===== config.mk =====
export PLATFORM = sky130hd
export DESIGN_NAME = lhd_front_flat
export DESIGN_NICKNAME = d
export VERILOG_FILES = /design/src/rtl/lhd_pkg.sv /design/src/rtl/lhd_if.sv /design/src/rtl/lhd_front.sv /design/src/flat_wrapper.sv
export SDC_FILE = /design/constraint.sdc
export NUM_CORES = 1
export LEC_CHECK = 0
export ABC_AREA = 1
export BUFFER_PORTS_ARGS = -buffer_cell sky130_fd_sc_hd__buf_2
export CAP_MARGIN = 30
export CORE_UTILIZATION = 30
export CTS_CLUSTER_DIAMETER = 30
export CTS_CLUSTER_SIZE = 25
export DETAILED_ROUTE_END_ITERATION = 6
export GPL_TIMING_DRIVEN = 0
export REMOVE_ABC_BUFFERS = 1
export SYNTH_ARGS = -nofsm -noshare
export SYNTH_HDL_FRONTEND = slang
export SYNTH_SLANG_ARGS = --single-unit
export TNS_END_PERCENT = 10

===== constraint.sdc =====
create_clock -name clock -period 4.6 [get_ports clock]
set_clock_uncertainty 0.2 [all_clocks]
set_input_delay 0.23 -clock clock [delete_from_list [all_inputs] [get_ports clock]]
set_output_delay 0.23 -clock clock [all_outputs]
set_load 0.1 [all_outputs]

===== src/rtl/lhd_pkg.sv =====
// ---------------------------------------------------------------------------
// lhd_pkg: shared types and constants for the LZ/Huffman stream decoder
// Action and status codes, queue item layout and memory geometry.
// ---------------------------------------------------------------------------
package lhd_pkg;

   // input action codes
   localparam logic [2:0] ACT_SYM_LOAD  = 3'd0;
   localparam logic [2:0] ACT_DIST_LOAD = 3'd1;
   localparam logic [2:0] ACT_START     = 3'd2;
   localparam logic [2:0] ACT_BIT       = 3'd3;
   localparam logic [2:0] ACT_PULL      = 3'd4;
   localparam logic [2:0] ACT_END       = 3'd5;

   // result status codes
   localparam logic [2:0] ST_BYTE      = 3'd0;
   localparam logic [2:0] ST_TRUNC     = 3'd1;
   localparam logic [2:0] ST_LEAF_OOR  = 3'd2;
   localparam logic [2:0] ST_OVERRUN   = 3'd3;
   localparam logic [2:0] ST_OFS_LARGE = 3'd4;
   localparam logic [2:0] ST_REF_EARLY = 3'd5;
   localparam logic [2:0] ST_REF_LATE  = 3'd6;

   // memory geometry
   localparam int SYM_DEPTH     = 1024;
   localparam int DIST_DEPTH    = 64;
   localparam int HISTORY_BYTES = 65536;
   localparam int HIST_AW       = $clog2(HISTORY_BYTES);

   // classified item kinds
   typedef enum logic [5:0] {
      K_SYM_LOAD  = 6'b000001,
      K_DIST_LOAD = 6'b000010,
      K_START     = 6'b000100,
      K_BIT       = 6'b001000,
      K_PULL      = 6'b010000,
      K_END       = 6'b100000
   } kind_type;

   typedef struct packed {
      kind_type    kind;
      logic [9:0]  entry_index;
      logic [8:0]  entry_value;
      logic [9:0]  symbol_entries;
      logic [5:0]  distance_entries;
      logic [31:0] out_size;
      logic        compressed_bit;
   } item_type;

endpackage


===== src/rtl/lhd_if.sv =====
// ---------------------------------------------------------------------------
// lhd request / response channels
// Valid/ready channels carrying the decoder's input and result transactions.
// ---------------------------------------------------------------------------
interface lhd_req_if;
   logic        valid;
   logic        ready;
   logic [2:0]  action;
   logic [9:0]  entry_index;
   logic [8:0]  entry_value;
   logic [9:0]  symbol_entries;
   logic [5:0]  distance_entries;
   logic [31:0] out_size;
   logic        compressed_bit;

   modport source (output valid, action, entry_index, entry_value, symbol_entries,
                   distance_entries, out_size, compressed_bit, input ready);
   modport sink   (input valid, action, entry_index, entry_value, symbol_entries,
                   distance_entries, out_size, compressed_bit, output ready);
endinterface



===== src/rtl/lhd_front.sv =====
// ---------------------------------------------------------------------------
// lhd_front: input classification and item queue
// Decodes the action of each request transaction and queues the known ones (2 deep).
// ---------------------------------------------------------------------------
module lhd_front (
   input  logic              clock,
   input  logic              reset,
   lhd_req_if.sink           req,
   output logic              q_valid,
   output lhd_pkg::item_type q_item,
   input  logic              q_pop
);

   lhd_pkg::item_type slot_ff [2];
   logic              wr_ptr_ff, wr_ptr_in;
   logic              rd_ptr_ff, rd_ptr_in;
   logic [1:0]        count_ff, count_in;
   lhd_pkg::item_type new_item;
   logic              known;
   logic              push;

   // classify the action; unused codes are dropped
   always_comb begin
      known         = 1'b1;
      new_item.kind = lhd_pkg::K_SYM_LOAD;
      unique case (req.action)
         lhd_pkg::ACT_SYM_LOAD:  new_item.kind = lhd_pkg::K_SYM_LOAD;
         lhd_pkg::ACT_DIST_LOAD: new_item.kind = lhd_pkg::K_DIST_LOAD;
         lhd_pkg::ACT_START:     new_item.kind = lhd_pkg::K_START;
         lhd_pkg::ACT_BIT:       new_item.kind = lhd_pkg::K_BIT;
         lhd_pkg::ACT_PULL:      new_item.kind = lhd_pkg::K_PULL;
         lhd_pkg::ACT_END:       new_item.kind = lhd_pkg::K_END;
         default:                known = 1'b0;
      endcase
      new_item.entry_index      = req.entry_index;
      new_item.entry_value      = req.entry_value;
      new_item.symbol_entries   = req.symbol_entries;
      new_item.distance_entries = req.distance_entries;
      new_item.out_size         = req.out_size;
      new_item.compressed_bit   = req.compressed_bit;
   end

   assign req.ready = (count_ff != 2'd2);
   assign push      = req.valid && req.ready && known;
   assign q_valid   = (count_ff != 2'd0);
   assign q_item    = slot_ff[rd_ptr_ff];

   // queue pointers
   always_comb begin
      wr_ptr_in = wr_ptr_ff ^ push;
      rd_ptr_in = rd_ptr_ff ^ q_pop;
      count_in  = count_ff + {1'b0, push} - {1'b0, q_pop};
   end

   always_ff @(posedge clock) begin
      if (reset) begin
         wr_ptr_ff <= 1'b0;
         rd_ptr_ff <= 1'b0;
         count_ff  <= 2'd0;
      end else begin
         wr_ptr_ff <= wr_ptr_in;
         rd_ptr_ff <= rd_ptr_in;
         count_ff  <= count_in;
      end
   end

   // queue storage
   always_ff @(posedge clock) begin
      if (push) begin
         slot_ff[wr_ptr_ff] <= new_item;
      end
   end

endmodule


===== src/flat_wrapper.sv =====
// flat-port wrapper written by rule: the top's interface ports become plain ports
module lhd_front_flat 
  (clock, reset, q_valid, q_item, q_pop, req_valid, req_action, req_entry_index, req_entry_value, req_symbol_entries, req_distance_entries, req_out_size, req_compressed_bit, req_ready);
  lhd_req_if req_i ();
  input  logic clock;
  input  logic reset;
  output logic q_valid;
  output lhd_pkg::item_type q_item;
  input  logic q_pop;
  input wire logic [$bits(req_i.valid)-1:0] req_valid;
  input wire logic [$bits(req_i.action)-1:0] req_action;
  input wire logic [$bits(req_i.entry_index)-1:0] req_entry_index;
  input wire logic [$bits(req_i.entry_value)-1:0] req_entry_value;
  input wire logic [$bits(req_i.symbol_entries)-1:0] req_symbol_entries;
  input wire logic [$bits(req_i.distance_entries)-1:0] req_distance_entries;
  input wire logic [$bits(req_i.out_size)-1:0] req_out_size;
  input wire logic [$bits(req_i.compressed_bit)-1:0] req_compressed_bit;
  output wire logic [$bits(req_i.ready)-1:0] req_ready;
  assign req_i.valid = req_valid;
  assign req_i.action = req_action;
  assign req_i.entry_index = req_entry_index;
  assign req_i.entry_value = req_entry_value;
  assign req_i.symbol_entries = req_symbol_entries;
  assign req_i.distance_entries = req_distance_entries;
  assign req_i.out_size = req_out_size;
  assign req_i.compressed_bit = req_compressed_bit;
  assign req_ready = req_i.ready;
  lhd_front u_core (.clock(clock), .reset(reset), .req(req_i), .q_valid(q_valid), .q_item(q_item), .q_pop(q_pop));
endmodule

==> results.yml <==
timing:
  clock.fmax_ghz: 0.379
  fin_crit_sh: 0.574
  hold_violations: 0
  setup_violations: 0
  tns_ps: 0
  drv_slew: 0
  worst_pin_slew_ps: 651
  rsz0062_at_grt: "false"
  max-slew-margin-rel: 0.566
  period_minus_slack_ps: 2640
layout:
  final_cell_mix: "buf_2, edfxtp_1, dlygate4sd3_1, mux2_4, mux2_2"
  fin_nets: 588
  area_delta_synth_final_pct: 41.5
  layout_commonest_cell: "buf_2"
  num-fill-cells: 1664
  post-route-util: 0.437
  diodes: 0
  seqCellArea_um2: 4530
  multi_input_area_um2: 1190
  drive_gt1_frac: 0.494
drt:
  num_vias: 3187
  drt-total-wl_um: 10900
  drt_iter0_drc: 115
  drc: 0
  wl_per_cell_um: 14.0
  firstDrtPassIters: 4
  ant_nets: 0
  via_per_inst: 4.08
worst_hold_path:
  hold_path_startpoint: "req_valid"
  min_path_type: "primary input to flip-flop"
power_and_ir_drop:
  p_per_area_nw_per_um2: 507
  leakagePower_nw: 3.20
  max-vdd-ir-drop_uv: 270
clocking:
  cts_root_buf: "clkbuf_16"
  cts_buffers: 17
  ctsResizeCount: 0
  clk_transition_reported_paths_ps: 60
  htreeDepth: 4
  cts_tree: "done"
  cts.sinks: 152
  clock_latency_ps: 410
  clockBufferDepth: 2
status:
  outcome: "complete, no violations"
critical_path:
  crit_start: "u_core.rd_ptr_ff$_SDFF_PP0_"
  worstSetupStartpointType: "flip-flop"
  r2r_start: "u_core.count_ff[1]$_SDFF_PP0_"
  worstPathArrival_ps: 2210
  critPathKind: "flip-flop to output port"
  crit_required_ps: 4170
  r2r_slack_ps: 2370
  crit_path_end_kind: "output port"
  crit_path_max_fanout: 39
die:
  dieArea_um2: 19900
  ios: 151
  dieHeight_um: 141
  start_util: 0.309
  rows: 50
  core_area_um2: 18800
  die_x_um: 141
global_route:
  groute.usage.overall: 0.112
  antenna_found_initial: 0
  grt_max_degree: 40
  grt_pass1_wl_um: 16700
  first_global_vias: 3402
  grt_overflow: 0
synth:
  synthesis.area_um2: 5810
  synthCells: 272
  synth_top_cells_by_area: "edfxtp_1, mux2_4, mux2_2"
  synth_top_area_frac: 0.764
  ys_seq_area_frac: 0.778
  synth_top_area_cell: "edfxtp_1"
  yosysUniqueCellTypes: 15
  ys_seq_elements: 152
  yosys_warnings: 0
  syn_area_per_cell_um2: 21.4
placed_design:
  dpl.hpwl_um: 7020
  numPortBuffers: 150
  gp_congestion: 0.749
flow_run:
  max-cap-violations: 0
## registers in the layout, indices dropped and copies added, names as in the netlist
signal,flops
u_core.slot_ff,148
u_core.count_ff,2
u_core.rd_ptr_ff,1
u_core.wr_ptr_ff,1
## logic make-up after synthesis
family | after synthesis | synth area share
flip-flops | 152 | 0.778
multiplexers | 74 | 0.176
buffers and inverters | 20 | 0.0211
AND/OR/NAND/NOR | 19 | 0.0133
adder cells (fa/ha/maj) | 4 | 0.00861
AO/OA/AOI/OAI | 2 | 0.00172
XOR/XNOR | 1 | 0.00151
## layer usage
metal	global-route usage	up-vias	share of wire
li1	-	1519	-
met2	0.196	93	0.51
met5	0	-	0
met3	0.0397	11	0.051
met4	0.0429	0	0.011
met1	0.125	1564	0.43
## area by class of cell
cell class / count / share of cell area
sequential: 152 / 0.550
timing repair buffer: 226 / 0.188
multi-input combinational: 100 / 0.145
clock buffer: 19 / 0.0526
tap: 260 / 0.0395
clock inverter: 13 / 0.0187
inverter: 12 / 0.00548
## worst max-delay path, cell delays in order (launching register included)
cell     delay, ps
dfxtp_4        760
buf_16         330
mux2_2         370
buf_2          300
## final timing paths
check	cells past startpoint	end
worst max-delay path	3	q_item[61]
worst min-delay path	5	u_core.wr_ptr_ff$_SDFF_PP0_
worst max register to register	5	u_core.slot_ff[0][30]$_DFFE_PP_
worst min register to register	3	u_core.count_ff[1]$_SDFF_PP0_
## per-stage QoR
stage,hold WS [ps],area [um^2],setup slack [ps],std cells,power [W]
2_1_floorplan,96.7,5740,732,264,0.00261
3_3_place_gp,218,6810,-344,674,0.00278
3_5_place_dp,221,6910,2170,677,0.00278
4_1_cts,249,8230,1880,782,0.00422
5_1_grt,275,8230,1820,782,0.00432
6_report,257,8230,1960,782,0.00417
## cell usage after synthesis
cell,instances
a21oi_1,1
buf_2,2
buf_6,6
dfxtp_1,4
edfxtp_1,148
ha_1,4
inv_1,12
mux2_2,24
mux2_4,50
nand2_1,4
nand3_1,1
nor2_1,10
nor3_1,4
o21ai_0,1
xnor2_1,1
## what timing repair did
action / in CTS / in global routing
hold endpoints to repair: 148 / 0
hold buffers: 73 / 0
setup endpoints to repair: 0 / 0
buffers inserted: 0 / 0
## power by group
group	total (W)	internal (W)	switching, W
logic	0.00110	0.000263	0.000839
registers	0.00169	0.00165	0.0000418
clock network	0.00138	0.000849	0.000530
(Power assumes the default switching activity.)
